File: config.mk
export PLATFORM = sky130hd
export DESIGN_NAME = ws2812rb_dp
export DESIGN_NICKNAME = d
export VERILOG_FILES = /design/src/hw/rtl/ws2812rb_pkg.sv /design/src/hw/rtl/ws2812rb_div.sv /design/src/hw/rtl/ws2812rb_dp.sv
export SDC_FILE = /design/constraint.sdc
export NUM_CORES = 1
export LEC_CHECK = 0
export ABC_CLOCK_PERIOD_IN_PS = 5000
export BUFFER_PORTS_ARGS = -buffer_cell sky130_fd_sc_hd__buf_4
export CORE_AREA = 3 3 244 246
export DETAILED_ROUTE_END_ITERATION = 6
export DIE_AREA = 0 0 247 249
export GPL_TIMING_DRIVEN = 0
export PLACE_DENSITY = 0.45
export SETUP_SLACK_MARGIN = 0.05
export SYNTH_ARGS = -nofsm -noshare
export SYNTH_HDL_FRONTEND = slang
export SYNTH_SLANG_ARGS = --single-unit
File: constraint.sdc
create_clock -name clk -period 5 [get_ports clk]
set_input_delay 0 -clock clk [delete_from_list [all_inputs] [get_ports clk]]
set_output_delay 0 -clock clk [all_outputs]
set_load 0.02 [all_outputs]
File: src/hw/rtl/ws2812rb_pkg.sv
// Shared types, constants and color helpers for the WS2812 rainbow driver.
package ws2812rb_pkg;

  localparam int LED_COUNT_DEF = 4;
  localparam int BITS_PER_LED  = 24;
  localparam int STEP_W        = 16;
  localparam int DIV_W         = 24;
  localparam int ADDR_W        = 5;
  localparam int DATA_W        = 32;

  localparam logic [7:0] COLOR_VAL   = 8'h80;
  localparam logic [7:0] COLOR_FULL  = 8'd255;
  localparam logic [7:0] SECTOR_SPAN = 8'd43;
  localparam logic [7:0] REM_SCALE   = 8'd6;

  // G:R:B of hue zero
  localparam logic [23:0] FIRST_COLOR = {8'h00, COLOR_VAL, 8'h00};

  typedef enum logic [2:0] {
    REG_STEP_COUNT,
    REG_HOLD,
    REG_ZERO_HIGH,
    REG_ZERO_LOW,
    REG_ONE_HIGH,
    REG_ONE_LOW,
    REG_LATCH
  } reg_idx_t;

  typedef struct packed {
    logic [STEP_W-1:0] step_count;
    logic [31:0]       hold_ticks;
    logic [7:0]        zero_high_ticks;
    logic [7:0]        zero_low_ticks;
    logic [7:0]        one_high_ticks;
    logic [7:0]        one_low_ticks;
    logic [15:0]       latch_ticks;
  } cfg_t;

  localparam cfg_t CFG_RESET = '{
    step_count:      16'd256,
    hold_ticks:      32'd1000000,
    zero_high_ticks: 8'd20,
    zero_low_ticks:  8'd43,
    one_high_ticks:  8'd40,
    one_low_ticks:   8'd22,
    latch_ticks:     16'd3000
  };

  typedef enum logic [2:0] {
    DUR_DEC,
    DUR_LOW,
    DUR_HIGH,
    DUR_LOAD,
    DUR_LATCH,
    DUR_HOLD,
    DUR_ZERO
  } dur_sel_t;

  typedef struct packed {
    logic     load_first;
    logic     load_next;
    logic     shift;
    logic     dur_we;
    dur_sel_t dur_sel;
  } dp_cmd_t;

  typedef struct packed {
    logic       dec_zero;
    logic       bit_last;
    logic       led_last;
    logic       step_last;
    logic       hold_zero;
    logic       div_busy;
    logic [7:0] hue;
  } dp_stat_t;

  typedef enum logic [2:0] {
    SEC_RY,
    SEC_YG,
    SEC_GC,
    SEC_CB,
    SEC_BM,
    SEC_MR
  } sector_t;

  function automatic logic [31:0] at_least_one(input logic [31:0] v);
    return (v == '0) ? 32'd1 : v;
  endfunction

  // Six-sector HSV color at full saturation and fixed value, packed G:R:B.
  function automatic logic [23:0] hsv_color(input logic [7:0] h);
    sector_t    sec;
    logic [7:0] base;
    logic [7:0] rem;
    logic [7:0] q;
    logic [7:0] t;
    logic [7:0] r;
    logic [7:0] g;
    logic [7:0] b;
    if (h >= 8'(5 * SECTOR_SPAN)) begin
      sec = SEC_MR; base = 8'(5 * SECTOR_SPAN);
    end else if (h >= 8'(4 * SECTOR_SPAN)) begin
      sec = SEC_BM; base = 8'(4 * SECTOR_SPAN);
    end else if (h >= 8'(3 * SECTOR_SPAN)) begin
      sec = SEC_CB; base = 8'(3 * SECTOR_SPAN);
    end else if (h >= 8'(2 * SECTOR_SPAN)) begin
      sec = SEC_GC; base = 8'(2 * SECTOR_SPAN);
    end else if (h >= SECTOR_SPAN) begin
      sec = SEC_YG; base = SECTOR_SPAN;
    end else begin
      sec = SEC_RY; base = 8'd0;
    end
    rem = 8'((h - base) * REM_SCALE);
    q   = (COLOR_FULL - rem) >> 1;
    t   = rem >> 1;
    case (sec)
      SEC_RY: begin r = COLOR_VAL; g = t;         b = 8'd0;      end
      SEC_YG: begin r = q;         g = COLOR_VAL; b = 8'd0;      end
      SEC_GC: begin r = 8'd0;      g = COLOR_VAL; b = t;         end
      SEC_CB: begin r = 8'd0;      g = q;         b = COLOR_VAL; end
      SEC_BM: begin r = t;         g = 8'd0;      b = COLOR_VAL; end
      default: begin r = COLOR_VAL; g = 8'd0;     b = q;         end
    endcase
    return {g, r, b};
  endfunction

endpackage

File: src/hw/rtl/ws2812rb_div.sv
// Restoring divider, one quotient bit per cycle, for the next step's hue.
module ws2812rb_div import ws2812rb_pkg::*; (
  input  logic              clk,
  input  logic              rst,
  input  logic              go,
  input  logic [DIV_W-1:0]  num,
  input  logic [STEP_W-1:0] den,
  output logic              busy,
  output logic [7:0]        quo
);

  localparam int CntW = $clog2(DIV_W + 1);

  logic [DIV_W-1:0]  acc;
  logic [STEP_W-1:0] part;
  logic [CntW-1:0]   cnt;
  logic [STEP_W:0]   trial;
  logic              fits;

  assign trial = {part, acc[DIV_W-1]};
  assign fits  = trial >= {1'b0, den};
  assign quo   = acc[7:0];

  always_ff @(posedge clk) begin
    if (rst) begin
      busy <= 1'b0;
      cnt  <= '0;
    end else if (go) begin
      busy <= 1'b1;
      cnt  <= CntW'(DIV_W);
    end else if (busy) begin
      cnt <= cnt - 1'b1;
      if (cnt == CntW'(1)) begin
        busy <= 1'b0;
      end
    end
  end

  // acc shifts the dividend out at the top and the quotient in at the bottom
  always_ff @(posedge clk) begin
    if (go) begin
      acc  <= num;
      part <= '0;
    end else if (busy) begin
      acc  <= {acc[DIV_W-2:0], fits};
      part <= fits ? STEP_W'(trial - {1'b0, den}) : trial[STEP_W-1:0];
    end
  end

endmodule

File: src/hw/rtl/ws2812rb_dp.sv
// Datapath: step and hue registers, bit shifter, LED and bit counters, tick timer.
module ws2812rb_dp import ws2812rb_pkg::*; #(
  parameter int LED_COUNT = LED_COUNT_DEF
) (
  input  logic     clk,
  input  logic     rst,
  input  cfg_t     cfg,
  input  dp_cmd_t  ctl,
  output dp_stat_t stat
);

  localparam int LedW = $clog2(LED_COUNT + 1);
  localparam int BitW = $clog2(BITS_PER_LED);

  logic [STEP_W-1:0] step_index;
  logic [STEP_W-1:0] steps_latched;
  logic [7:0]        cur_hue;
  logic [23:0]       color_word;
  logic [23:0]       shift_word;
  logic [BitW-1:0]   bit_index;
  logic [LedW-1:0]   led_index;
  logic [31:0]       duration_left;
  logic              div_go;
  logic [DIV_W-1:0]  div_num;
  logic [STEP_W-1:0] div_den;
  logic              div_run;
  logic [7:0]        next_hue;

  logic [31:0]       eff_dur;
  logic [31:0]       dec;
  logic              eff_msb;
  logic              bit_last;
  logic [23:0]       sh_new;
  logic [23:0]       color_n;
  logic [31:0]       dur_next;
  logic [STEP_W-1:0] num_n;

  always_comb begin
    // on the start item the first bit of hue zero is already on the line
    eff_dur  = ctl.load_first
             ? at_least_one(32'(FIRST_COLOR[23] ? cfg.one_high_ticks : cfg.zero_high_ticks))
             : duration_left;
    eff_msb  = ctl.load_first ? FIRST_COLOR[23] : shift_word[23];
    dec      = eff_dur - 32'(eff_dur != '0);
    bit_last = bit_index == BitW'(BITS_PER_LED - 1);
    sh_new   = bit_last ? color_word : {shift_word[22:0], 1'b0};
    color_n  = hsv_color(next_hue);
    num_n    = ctl.load_first ? STEP_W'(1) : step_index + STEP_W'(2);

    case (ctl.dur_sel)
      DUR_LOW:   dur_next = at_least_one(32'(eff_msb ? cfg.one_low_ticks
                                                     : cfg.zero_low_ticks));
      DUR_HIGH:  dur_next = at_least_one(32'(sh_new[23] ? cfg.one_high_ticks
                                                        : cfg.zero_high_ticks));
      DUR_LOAD:  dur_next = at_least_one(32'(color_n[23] ? cfg.one_high_ticks
                                                         : cfg.zero_high_ticks));
      DUR_LATCH: dur_next = at_least_one(32'(cfg.latch_ticks));
      DUR_HOLD:  dur_next = cfg.hold_ticks;
      DUR_ZERO:  dur_next = '0;
      default:   dur_next = dec;
    endcase
  end

  always_comb begin
    stat.dec_zero  = dec == '0;
    stat.bit_last  = bit_last;
    stat.led_last  = (led_index + 1'b1) == LedW'(LED_COUNT);
    stat.step_last = ({1'b0, step_index} + 1'b1) >= {1'b0, steps_latched};
    stat.hold_zero = cfg.hold_ticks == '0;
    stat.div_busy  = div_go || div_run;
    stat.hue       = ctl.load_first ? 8'd0 : cur_hue;
  end

  always_ff @(posedge clk) begin
    if (rst) begin
      div_go <= 1'b0;
    end else begin
      div_go <= ctl.load_first || ctl.load_next;
    end
  end

  always_ff @(posedge clk) begin
    // queue the hue of the step after the one being loaded: (n * 255) / steps
    if (ctl.load_first || ctl.load_next) begin
      div_num <= DIV_W'({num_n, 8'h00}) - DIV_W'(num_n);
      div_den <= ctl.load_first ? cfg.step_count : steps_latched;
    end
    if (ctl.load_first) begin
      steps_latched <= cfg.step_count;
      step_index    <= '0;
      cur_hue       <= '0;
      color_word    <= FIRST_COLOR;
      shift_word    <= FIRST_COLOR;
      bit_index     <= '0;
      led_index     <= '0;
    end
    if (ctl.load_next) begin
      step_index <= step_index + 1'b1;
      cur_hue    <= next_hue;
      color_word <= color_n;
      shift_word <= color_n;
      bit_index  <= '0;
      led_index  <= '0;
    end
    if (ctl.shift) begin
      shift_word <= sh_new;
      if (bit_last) begin
        bit_index <= '0;
        led_index <= led_index + 1'b1;
      end else begin
        bit_index <= bit_index + 1'b1;
      end
    end
    if (ctl.dur_we) begin
      duration_left <= dur_next;
    end
  end

  ws2812rb_div u_div (
    .clk  (clk),
    .rst  (rst),
    .go   (div_go),
    .num  (div_num),
    .den  (div_den),
    .busy (div_run),
    .quo  (next_hue)
  );

endmodule

==> results of run 1 <==
==> layout make-up <==
class	count	share of cell area, %
Buffer	81	1.96
Multi-Input combinational cell	1162	44.0
Tap cell	765	5.39
Timing Repair Buffer	178	8.45
Clock inverter	9	0.697
Clock buffer	39	4.40
Sequential cell	215	33.5
Inverter	75	1.60
==> registers in the layout (all words and copies together), names as in the netlist, 16 cells and up <==
register / flops
duration_left: 32
shift_word: 24
u_div.acc: 24
color_word: 24
steps_latched: 16
u_div.part: 16
div_num: 24
step_index: 16
div_den: 16
==> metrics by stage <==
stage	total power, W	hold WS (ps)	utilization, %	TNS [ps]	worst slack (ps)
floorplan	0.00405	69.1	-	0	679
global placement	0.00468	227	28.0	-95900	-1200
detailed placement	0.00471	227	28.1	-1280	-422
CTS	0.00680	0.242	30.7	0	72.8
global route	0.00722	1.70	30.9	0	25.5
finish	0.00680	-5.08	30.9	0	236
==> power groups by stage <==
stage / clock (W) / sequential (W) / combinational, W
finish: 0.00200 / 0.00243 / 0.00237
global route: 0.00214 / 0.00246 / 0.00262
global placement: 0 / 0.00247 / 0.00221
detailed placement: 0 / 0.00247 / 0.00224
CTS: 0.00207 / 0.00244 / 0.00230
floorplan: 0 / 0.00242 / 0.00163
==> kinds of logic (layout without fill, tap and decap cells) <==
logic type | after synthesis | count (layout) | share of synthesized area, %
buffers and inverters | 158 | 382 | 4.44
adder cells (fa/ha/maj) | 64 | 64 | 5.76
XOR/XNOR | 60 | 60 | 3.77
flip-flops | 215 | 215 | 41.7
multiplexers | 81 | 81 | 6.02
AND/OR/NAND/NOR | 569 | 569 | 20.0
AO/OA/AOI/OAI | 388 | 388 | 18.4
==> placed cells by master (no fill, tap or decap), drive strengths merged, types with 24 or more instances in the layout <==
| cell | count |
|---|---|
| nand4 | 24 |
| nand3 | 44 |
| clkbuf | 102 |
| nor2 | 117 |
| ha | 61 |
| o21ai | 89 |
| inv | 74 |
| dlygate4sd3 | 50 |
| edfxtp | 165 |
| and2 | 35 |
| a31oi | 35 |
| nor4 | 37 |
| xnor2 | 44 |
| buf | 146 |
| dfxtp | 50 |
| mux2i | 42 |
| mux2 | 39 |
| nor2b | 28 |
| nand2 | 166 |
| a21oi | 76 |
| nor3 | 34 |
==> per-layer routing <==
| metal | up-vias | global-route usage, % | wire length [microns] |
|---|---|---|---|
| li1 | 6183 | - | - |
| met1 | 6113 | 19.4 | 20800 |
| met2 | 343 | 23.1 | 20600 |
| met3 | 69 | 1.72 | 2080 |
| met4 | 0 | 4.16 | 1040 |
| met5 | - | 0 | 0 |
==> worst paths after layout <==
kind	slack [ps]	start	endpoint	cells after the start
worst max-delay path	240	u_div.acc[4]	shift_word[6]	18
worst min-delay path	-5	ctl[5]	div_go	3
worst max register to register	240	u_div.acc[4]	shift_word[6]	18
worst min register to register	460	led_index[1]	led_index[1]	2
==> synth_stat cells, drive strengths merged (39+ instances only) <==
library cell	instances	area, sq um
a21oi	76	395
clkbuf	65	244
dfxtp	50	1000
edfxtp	165	4950
ha	61	763
inv	74	278
mux2	39	439
mux2i	42	420
nand2	166	623
nand3	44	220
nor2	117	442
o21ai	89	449
xnor2	44	385
==> tightest hold or removal path, stage by stage <==
cell and delay [ps]:
buf_4 160, nor2_1 220, nor2_1 130
==> repair_timing <==
item                                    CTS  global route
endpoints found under the setup margin   10            12
pin swaps                                 2             4
setup buffers                             3             8
resized for setup                        15            17
hold buffers                             50             0
hold endpoints to repair                 96             0
==> key figures, run 1 <==
Status
  – Status: complete, but fails checks
  – Failing checks: hold timing

Placed design
  – GP Congestion: 0.860
  – Hpwl dp: around 33000 microns
  – Placed Cells: 2417
  – Area after DPL: 16200 sq um
  – # port buffers: 115

CTS
  – Root buf cell: clkbuf_16
  – CTS Buffer Depth: 3
  – CTS tree: done
  – CTS HTree Levels: 1
  – Clock slew at reported path FFs: 60 ps
  – TritonCTS Buffers: 26
  – Clock latency on the worst-skew pair: around 560 ps
  – Clk sink count: 215

Floorplanning
  – Die Ht: 249 microns
  – DIE WIDTH: 247 microns
  – Initial core utilization: between 20 and 25%
  – Core area: approximately 58000 sq um
  – Die area: 61500 sq um
  – Rows: 88
  – IO Count: 119

Worst setup path
  – Critical path data required time: approximately 5300 ps
  – Setup crit end kind: register
  – CP delay by family, top: simple AND/OR/NAND/NOR gates
  – Slowest stage delay, CP: 560 ps
  – Most used cell, CP: o21ai_0
  – CP Launch Type: register
  – Crit-path slowest cell: or4_4
  – Crit path kind: reg2reg
  – Worst EP arrival: 5050 ps
  – Buffer and inverter count on the worst path: 0
  – CP Max Fanout: 6
  – Crit-path cells: or4_4 -> or2_0 -> and2_1 -> nor2_1 -> o21ai_0 -> ha_1 -> fa_1 -> nor2b_2 -> o21ai_0 -> a21boi_1 -> ha_1 -> o21ai_0 -> o21bai_1 -> a21oi_1 -> xnor2_1 -> xnor3_2 -> mux2i_1 -> a31o_2

Synth
  – Dominant synthesized flop cell: edfxtp_1
  – Synthesized Nets: 1704
  – Synth Instances: 1535
  – Syn_area_per_cell: 9.31 sq um
  – #FFs+latches synth: about 220
  – Unique masters post-synth: 90
  – Ys async rst share: 0%
  – Register area share after synthesis: a little over two fifths
  – Synth warnings: 0
  – Mapped cell area: 14300 sq um
  – EDFF count, synth: 165

Routing
  – Routed WL: 44500 microns
  – DR iter-0 viols: between 800 and 900
  – Routed length per instance: about 18 microns
  – Pre-antenna DRT Iters: 5
  – Final ANT Viol Nets: 0
  – Via count: 12700
  – DR DRC count: 0
  – Post-DR vias/cell: around 5.0

Power and ir drop
  – Int Power: 0.00455 W
  – Clk network pwr share: between 20 and 30%
  – Pwr/cell area: between 300 and 400 nW/um^2
  – VDD IR-drop max: ~0.00025 V
  – Psw: 0.00225 W
  – Flop pwr share: 35.8%
  – Switching Share: 33.1%
  – Comb pwr share: 34.8%
  – Leakage power: 6.81 nW

Global route
  – Global route overflow: 0
  – Largest net degree at the start of global routing: 57
  – Initial antenna violation count: 0
  – GRT Util Overall: 14.1%
  – Global-route wire length before repair: 70500 microns
  – Vias in the first global route: 12600

Final layout
  – Nets: 1908
  – Area of the multi-input gates: roughly 7800 sq um
  – Register area: approximately 6000 sq um
  – Ant diodes: 0
  – Layout cell share with drive strength beyond 1: 15.6%
  – Synthesis-to-layout area growth: 24.4%
  – Finished Layout Cells: 2524
  – Cell area after layout: 17800 sq um
  – Layout fillers: 6010

Flow run
  – Max cap viols: 0

STA
  – Post-route clock period utilization: approximately 95%
  – Slew Limit Fails: 0
  – Finish-stage setup viols: 0
  – Unrepaired setup endpoints after global routing: yes
  – Slew HR: 15.9%
  – Final Critical Period: 4760 ps
  – Hold Slack: -5.08 ps
  – Final hold vios: 1
  – Max Clock Skew: between 30 and 40 ps
  – Max Clk Rate: 0.210 GHz
  – Worst-margin pin slew: 1230 ps

Min path
  – Hold WC Path Type: in2reg
Power figures use the tool's default switching activity.
==> inputs of run 2 (changes only) <==
Settings changed: CELL_PAD_IN_SITES_DETAIL_PLACEMENT set to 0, CELL_PAD_IN_SITES_GLOBAL_PLACEMENT set to 1, PLACE_DENSITY 0.45 to 0.53.
==> key figures, run 2 (synthesis results as in run 1) <==
STA
  – Final hold vios: 0
  – TNS Setup: 0 ps
  – Unrepaired setup endpoints after global routing: no
  – Slew HR: 21.2%
  – Worst-margin pin slew: between 1000 and 1500 ps
  – Max Clk Rate: approximately 0.21 GHz
  – Max Clock Skew: 12.7 ps
  – Post-route clock period utilization: 94.9%
  – Finish-stage setup viols: 0
  – Final Critical Period: approximately 4700 ps
  – Slew Limit Fails: 0

Routing
  – Pre-antenna DRT Iters: 5
  – Final ANT Viol Nets: 0
  – DR DRC count: 0
  – Routed length per instance: 18.3 microns
  – Post-DR vias/cell: 4.94
  – Via count: about 12000
  – Routed WL: 46200 microns
  – DR iter-0 viols: 746

Worst setup path
  – Critical path data required time: 5000 ps
  – Crit-path cells: nor3_4 -> nand3_2 -> nor4_2 -> a31oi_1 -> or3b_2 -> ha_4 -> ha_1 -> o21a_2 -> and2_1 -> buf_4 -> xnor2_4 -> and4_1 -> nand4_1 -> nor4_2 -> buf_4
  – CP Launch Type: register
  – Worst EP arrival: 4740 ps
  – Crit-path slowest cell: or3b_2
  – Setup crit end kind: output port
  – Crit path kind: reg2out
  – Slowest stage delay, CP: 530 ps
  – CP Max Fanout: 10

Floorplanning
  – Rows: 88
  – IO Count: about 120
  – Die Ht: ~250 microns
  – Initial core utilization: between 20% and 30%
  – Die area: 61500 sq um
  – Core area: 57600 sq um
  – DIE WIDTH: approximately 250 microns

Min path
  – Hold WC Path Type: in2reg

CTS
  – CTS HTree Levels: 1
  – TritonCTS Buffers: 26
  – CTS Buffer Depth: 3
  – Clock slew at reported path FFs: 60 ps
  – Root buf cell: clkbuf_16
  – CTS tree: done
  – Clock latency on the worst-skew pair: 550 ps
  – Clk sink count: 215

Status
  – Status: completed

Final layout
  – Ant diodes: 0
  – Most frequent cells in the layout: nand2_1, edfxtp_1, buf_4
  – Layout cell share with drive strength beyond 1: 15.3%
  – Nets: 1903
  – Number of flip-flops under the largest register name: 32
  – Final core occ: 30.7%
  – Synthesis-to-layout area growth: 23.7%
  – Biggest register: duration_left

Global route
  – Global route overflow: 0
  – Largest net degree at the start of global routing: 58
  – Global-route wire length before repair: 72600 microns
  – GRT Util Overall: between 10 and 15%
  – Initial antenna violation count: 0
  – Vias in the first global route: 12700

Placed design
  – Hpwl dp: 35200 microns
  – GP Congestion: 0.846
  – # port buffers: between 100 and 150

Power and ir drop
  – Pwr/cell area: 378 nW/um^2
  – VDD IR-drop max: 0.000276 V
  – Leakage power: 6.76 nW

Flow run
  – Max cap viols: 0
run 2: changes by cell type in the layout (fill, tap and decap cells not counted), sizes merged:
cell         change
inv              +1
dlygate4sd3      +2
clkinv           +6
clkinvlp         +1
buf              -7
bufinv           -2
clkbuf           -6
run 2: where the power goes:
group / switching (W) / internal, W / total, W
clock: 0.000791 / 0.00111 / 0.00190
sequential: 0.000141 / 0.00229 / 0.00243
combinational: 0.00134 / 0.00101 / 0.00234
run 2: what timing repair did:
item / 4_1_cts / 5_1_grt
hold buffers: 52 / 0
setup endpoints to repair: 9 / 9
pin swaps: 2 / 3
resized for setup: 13 / 23
setup buffers: 3 / 2
endpoints found under the hold margin: 97 / 0
run 2: worst max-delay path: cells and delay by family, from the launching register on:
family,cells,cell delay [ps]
AOI/OAI and AO/OA,2,390
xor gates and xnor gates,1,200
adders and majority gates,2,440
buffers and inverters,2,400
DFF,1,500
and+or+nand+nor,8,2250
run 2: final cells by class:
type	count	area [sq um]
flip-flops and latches	215	5960
fillers	6041	39900
plain buffers	81	349
well taps	765	957
clock buffers	33	751
multi-input cells	1162	7830
repair buffers	173	1450
inverters	75	284
clock inverters	15	103
run 2: per-stage QoR:
step | hold slack [ps] | instance area [sq um] | total power [W] | instances | setup slack [ps]
2_1_floorplan | 69.1 | 14300 | 0.00405 | 1535 | 679
3_3_place_gp | 227 | 16100 | 0.00470 | 2415 | -1440
3_5_place_dp | 232 | 16100 | 0.00472 | 2416 | -632
4_1_cts | 3.73 | 17600 | 0.00671 | 2517 | 42.3
5_1_grt | 35.7 | 17700 | 0.00709 | 2519 | 50.3
6_report | 29.5 | 17700 | 0.00668 | 2519 | 257
run 2: final timing paths:
| kind | depth (start not counted) | end | slack (ps) | start |
|---|---|---|---|---|
| worst max-delay path | 15 | stat[13] | 260 | duration_left[20] |
| worst min-delay path | 4 | duration_left[2] | 30 | cfg[26] |
| worst max register to register | 18 | shift_word[14] | 260 | u_div.acc[4] |
| worst min register to register | 2 | u_div.part[15] | 470 | u_div.part[15] |
run 2: layer usage:
metal | GRT usage (%) | part of all wire, % | vias up | wire [microns]
li1 | - | - | 6168 | -
met1 | 19.1 | 45 | 5957 | 20900
met2 | 25.7 | 49 | 253 | 22500
met3 | 2.17 | 4.1 | 55 | 1890
met4 | 3.61 | 2.0 | 0 | 908
met5 | 0 | 0 | - | 0
