**src/hw/rtl/ws2812rb_pkg.sv**
```systemverilog
// Shared types, constants and color helpers for the WS2812 rainbow driver.
package ws2812rb_pkg;

  localparam int LED_COUNT_DEF = 4;
  localparam int BITS_PER_LED  = 24;
  localparam int STEP_W        = 16;
  localparam int DIV_W         = 24;
  localparam int ADDR_W        = 5;
  localparam int DATA_W        = 32;

  localparam logic [7:0] COLOR_VAL   = 8'h80;
  localparam logic [7:0] COLOR_FULL  = 8'd255;
  localparam logic [7:0] SECTOR_SPAN = 8'd43;
  localparam logic [7:0] REM_SCALE   = 8'd6;

  // G:R:B of hue zero
  localparam logic [23:0] FIRST_COLOR = {8'h00, COLOR_VAL, 8'h00};

  typedef enum logic [2:0] {
    REG_STEP_COUNT,
    REG_HOLD,
    REG_ZERO_HIGH,
    REG_ZERO_LOW,
    REG_ONE_HIGH,
    REG_ONE_LOW,
    REG_LATCH
  } reg_idx_t;

  typedef struct packed {
    logic [STEP_W-1:0] step_count;
    logic [31:0]       hold_ticks;
    logic [7:0]        zero_high_ticks;
    logic [7:0]        zero_low_ticks;
    logic [7:0]        one_high_ticks;
    logic [7:0]        one_low_ticks;
    logic [15:0]       latch_ticks;
  } cfg_t;

  localparam cfg_t CFG_RESET = '{
    step_count:      16'd256,
    hold_ticks:      32'd1000000,
    zero_high_ticks: 8'd20,
    zero_low_ticks:  8'd43,
    one_high_ticks:  8'd40,
    one_low_ticks:   8'd22,
    latch_ticks:     16'd3000
  };

  typedef enum logic [2:0] {
    DUR_DEC,
    DUR_LOW,
    DUR_HIGH,
    DUR_LOAD,
    DUR_LATCH,
    DUR_HOLD,
    DUR_ZERO
  } dur_sel_t;

  typedef struct packed {
    logic     load_first;
    logic     load_next;
    logic     shift;
    logic     dur_we;
    dur_sel_t dur_sel;
  } dp_cmd_t;

  typedef struct packed {
    logic       dec_zero;
    logic       bit_last;
    logic       led_last;
    logic       step_last;
    logic       hold_zero;
    logic       div_busy;
    logic [7:0] hue;
  } dp_stat_t;

  typedef enum logic [2:0] {
    SEC_RY,
    SEC_YG,
    SEC_GC,
    SEC_CB,
    SEC_BM,
    SEC_MR
  } sector_t;

  function automatic logic [31:0] at_least_one(input logic [31:0] v);
    return (v == '0) ? 32'd1 : v;
  endfunction

  // Six-sector HSV color at full saturation and fixed value, packed G:R:B.
  function automatic logic [23:0] hsv_color(input logic [7:0] h);
    sector_t    sec;
    logic [7:0] base;
    logic [7:0] rem;
    logic [7:0] q;
    logic [7:0] t;
    logic [7:0] r;
    logic [7:0] g;
    logic [7:0] b;
    if (h >= 8'(5 * SECTOR_SPAN)) begin
      sec = SEC_MR; base = 8'(5 * SECTOR_SPAN);
    end else if (h >= 8'(4 * SECTOR_SPAN)) begin
      sec = SEC_BM; base = 8'(4 * SECTOR_SPAN);
    end else if (h >= 8'(3 * SECTOR_SPAN)) begin
      sec = SEC_CB; base = 8'(3 * SECTOR_SPAN);
    end else if (h >= 8'(2 * SECTOR_SPAN)) begin
      sec = SEC_GC; base = 8'(2 * SECTOR_SPAN);
    end else if (h >= SECTOR_SPAN) begin
      sec = SEC_YG; base = SECTOR_SPAN;
    end else begin
      sec = SEC_RY; base = 8'd0;
    end
    rem = 8'((h - base) * REM_SCALE);
    q   = (COLOR_FULL - rem) >> 1;
    t   = rem >> 1;
    case (sec)
      SEC_RY: begin r = COLOR_VAL; g = t;         b = 8'd0;      end
      SEC_YG: begin r = q;         g = COLOR_VAL; b = 8'd0;      end
      SEC_GC: begin r = 8'd0;      g = COLOR_VAL; b = t;         end
      SEC_CB: begin r = 8'd0;      g = q;         b = COLOR_VAL; end
      SEC_BM: begin r = t;         g = 8'd0;      b = COLOR_VAL; end
      default: begin r = COLOR_VAL; g = 8'd0;     b = q;         end
    endcase
    return {g, r, b};
  endfunction

endpackage

```
**src/hw/rtl/ws2812rb_ifs.sv**
```systemverilog
// Valid/ready channel interfaces for tick items and result items.
interface ws2812rb_cmd_if;
  logic valid;
  logic ready;
  logic start_req;
  logic stop;

  modport source (output valid, output start_req, output stop, input ready);
  modport sink (input valid, input start_req, input stop, output ready);
endinterface

interface ws2812rb_res_if;
  logic       valid;
  logic       ready;
  logic       line;
  logic       busy_res;
  logic [7:0] hue;
  logic       step_done;
  logic       cycle_done;

  modport source (output valid, output line, output busy_res, output hue,
                  output step_done, output cycle_done, input ready);
  modport sink (input valid, input line, input busy_res, input hue,
                input step_done, input cycle_done, output ready);
endinterface

```
**src/hw/rtl/ws2812rb_ctrl.sv**
```systemverilog
// Waveform phase controller and registered result stage.
module ws2812rb_ctrl import ws2812rb_pkg::*; (
  input  logic            clk,
  input  logic            rst,
  ws2812rb_cmd_if.sink    cmd,
  ws2812rb_res_if.source  res,
  input  logic            step_count_nz,
  input  dp_stat_t        stat,
  output dp_cmd_t         ctl
);

  typedef enum logic [2:0] {
    PH_IDLE,
    PH_HIGH,
    PH_LOW,
    PH_LATCH,
    PH_HOLD
  } phase_t;

  phase_t phase;
  phase_t phase_next;
  phase_t eff_phase;
  logic   res_valid;
  logic   fire;
  logic   start_now;
  logic   active;
  logic   end_step;
  logic   step_done_next;
  logic   cycle_done_next;

  // hold tick items at a step boundary until the next hue is ready
  assign cmd.ready = (!res_valid || res.ready)
                   && !(stat.div_busy && (phase == PH_LATCH || phase == PH_HOLD));
  assign fire      = cmd.valid && cmd.ready;
  assign res.valid = res_valid;

  always_comb begin
    start_now = fire && !cmd.stop && (phase == PH_IDLE) && cmd.start_req && step_count_nz;
    eff_phase = start_now ? PH_HIGH : phase;
    active    = fire && !cmd.stop && (eff_phase != PH_IDLE);

    phase_next      = phase;
    ctl             = '0;
    ctl.dur_sel     = DUR_DEC;
    end_step        = 1'b0;
    step_done_next  = 1'b0;
    cycle_done_next = 1'b0;

    if (fire && cmd.stop) begin
      phase_next  = PH_IDLE;
      ctl.dur_we  = 1'b1;
      ctl.dur_sel = DUR_ZERO;
    end else if (active) begin
      ctl.load_first = start_now;
      ctl.dur_we     = 1'b1;
      phase_next     = eff_phase;
      if (stat.dec_zero) begin
        unique case (eff_phase)
          PH_HIGH: begin
            phase_next  = PH_LOW;
            ctl.dur_sel = DUR_LOW;
          end
          PH_LOW: begin
            ctl.shift = 1'b1;
            if (stat.bit_last && stat.led_last) begin
              phase_next  = PH_LATCH;
              ctl.dur_sel = DUR_LATCH;
            end else begin
              phase_next  = PH_HIGH;
              ctl.dur_sel = DUR_HIGH;
            end
          end
          PH_LATCH: begin
            if (!stat.hold_zero) begin
              phase_next  = PH_HOLD;
              ctl.dur_sel = DUR_HOLD;
            end else begin
              end_step = 1'b1;
            end
          end
          PH_HOLD: end_step = 1'b1;
          default: ;
        endcase
      end
      if (end_step) begin
        step_done_next = 1'b1;
        if (stat.step_last) begin
          cycle_done_next = 1'b1;
          phase_next      = PH_IDLE;
          ctl.dur_sel     = DUR_ZERO;
        end else begin
          ctl.load_next = 1'b1;
          phase_next    = PH_HIGH;
          ctl.dur_sel   = DUR_LOAD;
        end
      end
    end
  end

  always_ff @(posedge clk) begin
    if (rst) begin
      phase     <= PH_IDLE;
      res_valid <= 1'b0;
    end else begin
      phase <= phase_next;
      if (fire) begin
        res_valid      <= 1'b1;
        res.line       <= active && (eff_phase == PH_HIGH);
        res.busy_res   <= active;
        res.hue        <= active ? stat.hue : 8'd0;
        res.step_done  <= step_done_next;
        res.cycle_done <= cycle_done_next;
      end else if (res.ready) begin
        res_valid <= 1'b0;
      end
    end
  end

endmodule

```
**src/flat_wrapper.sv**
```systemverilog
// flat-port wrapper written by rule: the top's interface ports become plain ports
module ws2812rb_ctrl_flat import ws2812rb_pkg::*;
  (clk, rst, step_count_nz, stat, ctl, cmd_valid, cmd_start_req, cmd_stop, cmd_ready, res_valid, res_line, res_busy_res, res_hue, res_step_done, res_cycle_done, res_ready);
  ws2812rb_cmd_if cmd_i ();
  ws2812rb_res_if res_i ();
  input  logic clk;
  input  logic rst;
  input  logic step_count_nz;
  input  dp_stat_t stat;
  output dp_cmd_t ctl;
  input wire logic [$bits(cmd_i.valid)-1:0] cmd_valid;
  input wire logic [$bits(cmd_i.start_req)-1:0] cmd_start_req;
  input wire logic [$bits(cmd_i.stop)-1:0] cmd_stop;
  output wire logic [$bits(cmd_i.ready)-1:0] cmd_ready;
  output wire logic [$bits(res_i.valid)-1:0] res_valid;
  output wire logic [$bits(res_i.line)-1:0] res_line;
  output wire logic [$bits(res_i.busy_res)-1:0] res_busy_res;
  output wire logic [$bits(res_i.hue)-1:0] res_hue;
  output wire logic [$bits(res_i.step_done)-1:0] res_step_done;
  output wire logic [$bits(res_i.cycle_done)-1:0] res_cycle_done;
  input wire logic [$bits(res_i.ready)-1:0] res_ready;
  assign cmd_i.valid = cmd_valid;
  assign cmd_i.start_req = cmd_start_req;
  assign cmd_i.stop = cmd_stop;
  assign cmd_ready = cmd_i.ready;
  assign res_valid = res_i.valid;
  assign res_line = res_i.line;
  assign res_busy_res = res_i.busy_res;
  assign res_hue = res_i.hue;
  assign res_step_done = res_i.step_done;
  assign res_cycle_done = res_i.cycle_done;
  assign res_i.ready = res_ready;
  ws2812rb_ctrl u_core (.clk(clk), .rst(rst), .cmd(cmd_i), .res(res_i), .step_count_nz(step_count_nz), .stat(stat), .ctl(ctl));
endmodule
```
**config.mk**
```make
export PLATFORM = sky130hd
export DESIGN_NAME = ws2812rb_ctrl_flat
export DESIGN_NICKNAME = d
export VERILOG_FILES = /design/src/hw/rtl/ws2812rb_pkg.sv /design/src/hw/rtl/ws2812rb_ifs.sv /design/src/hw/rtl/ws2812rb_ctrl.sv /design/src/flat_wrapper.sv
export SDC_FILE = /design/constraint.sdc
export NUM_CORES = 1
export LEC_CHECK = 0
export ABC_CLOCK_PERIOD_IN_PS = 2100
export BUFFER_PORTS_ARGS = -buffer_cell sky130_fd_sc_hd__buf_2
export CAP_MARGIN = 0
export CORE_MARGIN = 2
export CORE_UTILIZATION = 41
export CTS_CLUSTER_DIAMETER = 120
export DETAILED_ROUTE_END_ITERATION = 6
export PLACE_DENSITY = 0.74
export SLEW_MARGIN = 20
export SYNTH_ARGS = -nofsm -noshare
export SYNTH_HDL_FRONTEND = slang
export SYNTH_SLANG_ARGS = --single-unit
```
**constraint.sdc**
```tcl
create_clock -name clk -period 2.1 [get_ports clk]
set_input_delay 0.42 -clock clk [delete_from_list [all_inputs] [get_ports clk]]
set_output_delay 0.42 -clock clk [all_outputs]
set_load 0.02 [all_outputs]
```
==> results of run 1 <==
-- power by group --
group | total [uW] | leakage, uW | internal [uW] | switching, uW
sequential | 356 | 0.000143 | 353 | 3.82
combinational | 140 | 0.000426 | 61.8 | 78.6
clock | 160 | 0.0000154 | 68.9 | 90.7
total | 656 | 0.000584 | 483 | 173
-- final cells by class --
class                   instances  area (um2)  share of cell area (%)
inverters                       2        8.76                   0.635
flip-flops and latches         16         444                    32.2
repair buffers                 59         352                    25.5
clock inverters                 1        3.75                   0.272
clock buffers                   3        22.5                    1.63
well taps                      28        35.0                    2.54
multi-input cells              71         514                    37.3
-- cell families after synthesis --
logic type	share of synthesized area, %
buf+inv	3.74
simple gates	28.6
flops	47.0
compound gates	20.7
-- worst paths after layout --
path,end,from,cells after the start,slack [ns]
setup / recovery,ctl[0],u_core.phase[0]$_SDFFE_PP0N_,5,-0.09
hold / removal,u_core.res.valid$_SDFFE_PP0P_,rst,2,0.32
setup reg to reg,u_core.res.cycle_done$_SDFFCE_PP0P_,u_core.phase[0]$_SDFFE_PP0N_,8,0.22
hold reg to reg,u_core.phase[2]$_SDFFE_PP0N_,u_core.phase[2]$_SDFFE_PP0N_,2,0.69
-- per-stage QoR --
stage | hold slack (ns) | power [uW] | setup slack [ns]
after global placement | 0.628 | 488 | 0.0478
final | 0.322 | 656 | -0.0931
after floorplan | 0.492 | 431 | -0.0213
after detailed placement | 0.630 | 491 | -0.0500
after CTS | 0.313 | 661 | -0.121
after global routing | 0.305 | 692 | -0.173
-- layout by cell type, fill, tap and decap left out, types with 3 or more instances in the layout --
cell / synthesis / routed
dfxtp_2: 0 / 3
edfxtp_1: 12 / 12
buf_4: 2 / 20
nor2_1: 8 / 8
and2_1: 9 / 9
nand2_1: 4 / 4
nand2b_1: 5 / 5
nor3_1: 4 / 3
a21oi_1: 5 / 5
clkbuf_4: 0 / 3
nand3b_1: 3 / 3
buf_2: 0 / 38
-- timing repair --
item / 4_1_cts / 5_1_grt
resized for setup: 11 / 7
hold buffers: 0 / 0
buffers inserted: 3 / 2
setup endpoints to repair: 8 / 8
pin swaps: 4 / 2
-- critical path, stage by stage (launching register included) --
cell     delay [ns]
dfxtp_1        0.33
and3b_1        0.21
a211o_1        0.29
or2_4          0.28
o31ai_4        0.23
buf_6          0.15
-- sequential cells by signal, summed over array words and instances (netlist names) --
name / flops
u_core.phase: 3
u_core.res.busy_res: 1
u_core.res.cycle_done: 1
u_core.res.hue: 8
u_core.res.line: 1
u_core.res.step_done: 1
u_core.res.valid: 1
-- layer usage --
metal	vias to the layer above	routed length [um]
met4	0	51
li1	476	-
met3	6	146
met5	-	0
met2	44	1130
met1	419	1020
==> flow_metrics.tcl, run 1 <==
set metrics [dict create \
    tns_ns -0.331 \
    p_per_area_nw_per_um2 476 \
    drc 0 \
    dieArea_um2 2680 \
    min_period_over_period_pct 104 \
    netlist_area_um2 937 \
    core_area_um2 2190 \
    num_vias 945 \
    root_buffer "clkbuf_4" \
    clock_path_buffers 2 \
    antenna_cells 0 \
    grt_max_degree 15 \
    grt_pass1_vias 876 \
    async_flop_share_pct 0 \
    holdCritPathClass "input pin to register" \
    dpl.hpwl_um 1810 \
    dp.cells 171 \
    setup_violations 5 \
    fin_cells 180 \
    status "finished, violations left" \
    layout-drive-gt1-share_pct 50.0 \
    synth_most_common_cell "edfxtp_1" \
    fin_nets 174 \
    crit_type "register to output port" \
    max_freq_ghz 0.456 \
    synth_top_area_cell "edfxtp_1" \
    max_cap_violations 0 \
    worst_slack_ns -0.0931 \
    slew_violations 0 \
    dpl_cell_area_um2 1250 \
    yosysWarnings 0 \
    cts.clk_slew.worst_paths_ns 0.10 \
    grt_util_met1_pct 22.2 \
    grt_use_met3_pct 2.87 \
    drtIter0Drc 19 \
    die_y_um 51.8 \
    synth_top_area_share_pct 38.5 \
    peakVddDrop_uv 246 \
    via_per_inst 5.25 \
    die_x_um 51.8 \
    leakage_uw 0.000584 \
    first_pass_iters 4 \
    insertion_delay_ns 0.28 \
    cts_buffers 3 \
    clkSinkCount 16 \
    finalCriticalPeriod_ns 2.19 \
    ys_seq_elements 16 \
    final_area_um2 1380 \
    synthesis.nets 115 \
    antenna_found_initial 0 \
    ys_types 39 \
    syn_area_per_cell_um2 9.97 \
    cts-htree-levels 1 \
    start_util_pct 42.8 \
    synth_common_cells "12 x edfxtp_1, 9 x and2_1, 8 x nor2_1" \
    yosys_most_used_dff "edfxtp_1" \
    routed_wl_um 2350 \
    cts_tree "yes" \
    violations "negative setup slack" \
    cp.arrival_ns 1.77 \
    synth-edff-count 12 \
    critPathMaxFanout 7 \
    synthesis.instances 94 \
    ioPinCount 42 \
    hold_viol_final 0 \
    final_util_pct 63.0 \
    fp-row-count 17 \
    finClkSkew_ns 0.0120 \
    overflow 0 \
    critPathRequiredTime_ns 1.68 \
    tightest_slew_ns 0.447 \
    rsz0062_at_grt "true" \
    synth_area_leaders "edfxtp_1 38%, dfxtp_1 8.5%, and2_1 6.0%" \
    yosysSeqAreaShare_pct 47.0 \
    gp_congestion 0.921 \
    portBuffers 41 \
    endpoint_kind "output port" \
    grt_first_pass_wirelength_um 3720 \
    grt_busiest_layer "met2" \
    drtAntennaViolNets 0 \
    syn_to_final_growth_pct 47.3 \
    use_met2_pct 33.1 \
    slew_headroom_pct 70.0 \
    avgRoutedWirePerCell_um 13.0 \
    fillers 192 \
    startpoint_type "register" \
    track_usage_pct 18.8 \
]
Power figures use the tool's default switching activity.
==> inputs of run 2 (changes only) <==
--- a/config.mk
+++ b/config.mk
@@ -5,14 +5,14 @@
 export SDC_FILE = /design/constraint.sdc
 export NUM_CORES = 1
 export LEC_CHECK = 0
-export ABC_CLOCK_PERIOD_IN_PS = 2100
+export ABC_CLOCK_PERIOD_IN_PS = 2700
 export BUFFER_PORTS_ARGS = -buffer_cell sky130_fd_sc_hd__buf_2
 export CAP_MARGIN = 0
 export CORE_MARGIN = 2
-export CORE_UTILIZATION = 41
+export CORE_UTILIZATION = 45
 export CTS_CLUSTER_DIAMETER = 120
 export DETAILED_ROUTE_END_ITERATION = 6
-export PLACE_DENSITY = 0.74
+export PLACE_DENSITY = 0.77
 export SLEW_MARGIN = 20
 export SYNTH_ARGS = -nofsm -noshare
 export SYNTH_HDL_FRONTEND = slang
==> constraint.sdc (replaced) <==
create_clock -name clk -period 2.7 [get_ports clk]
set_input_delay 0.54 -clock clk [delete_from_list [all_inputs] [get_ports clk]]
set_output_delay 0.54 -clock clk [all_outputs]
set_load 0.02 [all_outputs]
==> run 2 against run 1 <==
  * The flow now finishes without violations
  * Clock-buffer cell count unchanged
  * Via count shrank 3.3%
  * First-iteration DRC count rose by 11%
  * Cell count down 7.2%
  * Power fell by 25%
  * Sequential cell count unchanged
  * Setup slack improved by 0.25 ns
  * Clock power shrank 23%
  * Critical endpoint unchanged
==> flow_metrics.tcl, run 2 (synthesized netlist as in run 1, its figures left out) <==
set metrics [dict create \
    finalCriticalPeriod_ns 2.54 \
    crit_type "register to output port" \
    rsz0062_at_grt "false" \
    grt_pass1_vias 855 \
    p_per_area_nw_per_um2 403 \
    clkSinkCount 16 \
    fp-row-count 16 \
    max_cap_violations 0 \
    seq_area_um2 442 \
    total_power_uw 493 \
    endpoint_kind "output port" \
    tns_ns 0 \
    reg2reg_to "u_core.res.cycle_done$_SDFFCE_PP0P_" \
    leakage_uw 0.000516 \
    hold_buffers 0 \
    slew_headroom_pct 66.6 \
    avgRoutedWirePerCell_um 12.9 \
    regMostFlops "u_core.res.hue" \
    dpl.hpwl_um 1720 \
    multi_input_area_um2 462 \
    fillers 191 \
    setup_violations 0 \
    dieArea_um2 2460 \
    ioPinCount 42 \
    largestRegisters "u_core.res.hue x8, u_core.phase x3" \
    critPathMaxFanout 11 \
    clock_path_buffers 2 \
    cts.clk_slew.worst_paths_ns 0.09 \
    cts_buffers 3 \
    cts-htree-levels 1 \
    gp_congestion 1.01 \
    syn_to_final_growth_pct 30.4 \
    cts_tree "yes" \
    grt_first_pass_wirelength_um 3520 \
    drc 0 \
    num_vias 914 \
    root_buffer "clkbuf_4" \
    ff2ff_path_depth 6 \
    layout_common_cells "41 x buf_2, 12 x edfxtp_1, 9 x and2_1" \
    first_pass_iters 4 \
    layout-drive-gt1-share_pct 38.6 \
    max_freq_ghz 0.394 \
    reg2reg_from "u_core.phase[1]$_SDFFE_PP0N_" \
    largest_reg_flops 8 \
    final_area_um2 1220 \
    grt_max_degree 13 \
    die_x_um 49.6 \
    start_util_pct 47.8 \
    fin_nets 162 \
    tightest_slew_ns 0.497 \
    hold_path_depth 2 \
    drtIter0Drc 21 \
    cp.arrival_ns 2.00 \
    finClkSkew_ns 0.00934 \
    dpl_cell_area_um2 1190 \
    status "complete, no violations" \
    core_area_um2 1960 \
    via_per_inst 5.47 \
    r2r_slack_ns 0.83 \
    fin_hold_ws_ns 0.454 \
    holdCritPathClass "input pin to register" \
    slew_violations 0 \
    critPathRequiredTime_ns 2.16 \
    track_usage_pct 18.7 \
    die_y_um 49.6 \
    startpoint_type "register" \
    min_period_over_period_pct 94.1 \
    overflow 0 \
    hold_viol_final 0 \
    insertion_delay_ns 0.28 \
    peakVddDrop_uv 246 \
    antenna_found_initial 0 \
    drtAntennaViolNets 0 \
    hold_end "u_core.res.valid$_SDFFE_PP0P_" \
    portBuffers 41 \
    layout_commonest_cell "buf_2" \
    antenna_cells 0 \
    hp-start "rst" \
    routed_wl_um 2150 \
]
==> run 2: worst max-delay path by stage <==
stage                                       from     end  cells past startpoint
floorplan                               cmd_stop  ctl[0]                      5
global placement                        cmd_stop  ctl[0]                      6
detailed placement                      cmd_stop  ctl[0]                      6
CTS                 u_core.phase[0]$_SDFFE_PP0N_  ctl[0]                      5
global route        u_core.phase[1]$_SDFFE_PP0N_  ctl[0]                      5
finish              u_core.phase[1]$_SDFFE_PP0N_  ctl[0]                      5
==> run 2: metal layers <==
metal / up-vias / track usage (%) / share of wire, %
met3: 8 / 3.03 / 5.7
li1: 452 / - / -
met5: - / 0 / 0
met1: 410 / 20.6 / 40
met4: 0 / 12.5 / 2.6
met2: 44 / 32.7 / 51
==> run 2: through the flow <==
stage / setup WS, ns / cells / utilization, %
after floorplan: 0.264 / 94 / -
after global placement: 0.304 / 163 / 60.9
after detailed placement: 0.247 / 163 / 60.9
after CTS: 0.0906 / 167 / 62.2
after global routing: 0.00315 / 167 / 62.3
final: 0.159 / 167 / 62.3
==> run 2: area by class of cell <==
type | count | area share (%)
clock inverter | 1 | 0.307
timing repair buffer | 47 | 20.5
tap | 27 | 2.76
multi-input combinational | 71 | 37.8
clock buffer | 3 | 1.84
sequential | 16 | 36.1
inverter | 2 | 0.716
==> run 2: worst max-delay path: stages, from the launching register on <==
cell	delay, ns
dfxtp_1	0.41
and3b_1	0.23
a211o_1	0.32
or2_1	0.29
o31ai_1	0.27
buf_2	0.21
==> run 2: timing repair <==
item / 4_1_cts / 5_1_grt
setup buffers: 0 / 0
setup endpoints to repair: 0 / 1
gates resized for setup: 0 / 3
==> run 2: report_power, final <==
part           internal, uW  leakage [uW]  switching (uW)
Sequential              274      0.000142            4.58
Combinational          37.2      0.000359            53.7
Clock                  53.5     0.0000154            70.1
==> inputs of run 3 (changes only) <==
--- a/config.mk
+++ b/config.mk
@@ -6,7 +6,7 @@
 export NUM_CORES = 1
 export LEC_CHECK = 0
 export ABC_CLOCK_PERIOD_IN_PS = 2700
-export BUFFER_PORTS_ARGS = -buffer_cell sky130_fd_sc_hd__buf_2
+export BUFFER_PORTS_ARGS = -buffer_cell sky130_fd_sc_hd__clkbuf_2
 export CAP_MARGIN = 0
 export CORE_MARGIN = 2
 export CORE_UTILIZATION = 45
==> run 3 against run 2 <==
  * Cell count fell by 1.2%
  * Setup slack got worse by 0.016 ns
  * Worst hold slack improved by 0.0049 ns
  * Final area fell by 1.2%
  * Non-clock buffer count fell by 2
  * Maximum frequency fell by 0.61%
  * Die area did not move
  * Global-route usage fell by 0.15 points
  * Largest cell class unchanged
==> flow_metrics.tcl, run 3 (synthesized netlist as in run 1, its figures left out) <==
set metrics [dict create \
    cts-htree-levels 1 \
    layout-drive-gt1-share_pct 37.7 \
    first_pass_iters 4 \
    gp_congestion 1.03 \
    largest_reg_flops 8 \
    antenna_found_initial 0 \
    r2r_slack_ns 0.74 \
    core_area_um2 1960 \
    dieArea_um2 2460 \
    crit_type "register to output port" \
    final_util_pct 61.5 \
    slew_headroom_pct 57.1 \
    finalCriticalPeriod_ns 2.56 \
    startpoint "u_core.phase[1]$_SDFFE_PP0N_" \
    ff2ff_path_depth 6 \
    multi_input_area_um2 462 \
    setup_violations 0 \
    drtAntennaViolNets 0 \
    endpoint_kind "output port" \
    syn_to_final_growth_pct 28.8 \
    hold_viol_final 0 \
    portBuffers 41 \
    via_per_inst 5.44 \
    clock_path_buffers 2 \
    critPathMaxFanout 16 \
    fillers 189 \
    cp.arrival_ns 2.02 \
    grt_first_pass_wirelength_um 3550 \
    hold_end "u_core.res.valid$_SDFFE_PP0P_" \
    clock_power_share_pct 25.1 \
    seqPwrFrac_pct 56.9 \
    dpl_cell_area_um2 1180 \
    total_power_uw 491 \
    hold_path_depth 2 \
    insertion_delay_ns 0.28 \
    p_per_area_nw_per_um2 407 \
    rsz0062_at_grt "false" \
    layout_commonest_cell "clkbuf_2" \
    largestRegisters "u_core.res.hue x8, u_core.phase x3" \
    reg2reg_to "u_core.res.hue[7]$_SDFFCE_PP0P_" \
    routed_wl_um 2150 \
    min_period_over_period_pct 94.7 \
    switching_share_pct 26.0 \
    tightest_slew_ns 0.636 \
    antenna_cells 0 \
    hp-start "rst" \
    p_int_uw 363 \
    reg2reg_from "u_core.res.valid$_SDFFE_PP0P_" \
    dpl.hpwl_um 1720 \
    critPathRequiredTime_ns 2.16 \
    post_cts_buffers 0 \
    fin_nets 160 \
    max_cap_violations 0 \
    finClkSkew_ns 0.0112 \
    num_vias 898 \
    slew_violations 0 \
    drc 0 \
    startpoint_type "register" \
    grt_pass1_vias 863 \
    ioPinCount 42 \
    holdCritPathClass "input pin to register" \
    root_buffer "clkbuf_4" \
    tns_ns 0 \
    cts_buffers 3 \
    die_y_um 49.6 \
    fp-row-count 16 \
    hold_buffers 0 \
    max_freq_ghz 0.391 \
    die_x_um 49.6 \
    avgRoutedWirePerCell_um 13.0 \
    cts_resized 0 \
    grt_max_degree 17 \
    seq_area_um2 442 \
    track_usage_pct 18.5 \
    status "complete, no violations" \
    clkSinkCount 16 \
    regMostFlops "u_core.res.hue" \
    final_area_um2 1210 \
    leakage_uw 0.000510 \
    peakVddDrop_uv 217 \
    p_switching_uw 128 \
    layout_common_cells "41 x clkbuf_2, 12 x edfxtp_1, 9 x and2_1" \
    cts_tree "yes" \
    drtIter0Drc 14 \
    combPwrFrac_pct 18.0 \
    start_util_pct 47.8 \
    overflow 0 \
    cts.clk_slew.worst_paths_ns 0.09 \
    fin_hold_ws_ns 0.459 \
]
-- run 3: worst max path at each step --
stage | to | slack (ns) | cells past startpoint
after floorplan | ctl[0] | 0.26 | 5
final | ctl[0] | 0.14 | 5
after global placement | ctl[0] | 0.29 | 6
after CTS | ctl[0] | 0.04 | 5
after global routing | ctl[0] | 0.02 | 5
after detailed placement | ctl[0] | 0.25 | 6
-- run 3: metrics by stage --
stage	instances	worst slack, ns
final	165	0.144
after global routing	165	0.0176
after CTS	165	0.0351
after detailed placement	161	0.250
after global placement	161	0.289
after floorplan	94	0.264
-- run 3: layer usage --
metal	vias to the layer above	track usage (%)	share of wire (%)
li1	450	-	-
met1	405	20.5	40
met2	39	34.2	53
met3	4	3.33	5.4
met4	0	7.87	1.3
met5	-	0	0
-- run 3: critical path, cell delays in order, from the launching register on --
cell and delay (ns):
dfxtp_2 0.41, and3b_1 0.21, a211o_1 0.32, or2_0 0.31
o31ai_1 0.27, clkbuf_2 0.21
-- run 3: final cells by class --
class | count | share of cell area [%]
flip-flops and latches | 16 | 36.6
repair buffers | 45 | 19.5
well taps | 27 | 2.80
inverters | 2 | 0.725
multi-input cells | 71 | 38.2
clock buffers | 3 | 1.87
clock inverters | 1 | 0.311
-- run 3: power groups by stage --
| stage | registers (uW) | logic, uW | clock network (uW) |
|---|---|---|---|
| after global placement | 284 | 87.3 | 0 |
| after floorplan | 296 | 39.4 | 0 |
| after global routing | 281 | 97.0 | 140 |
| final | 279 | 88.6 | 123 |
| after CTS | 279 | 88.9 | 127 |
| after detailed placement | 285 | 88.6 | 0 |
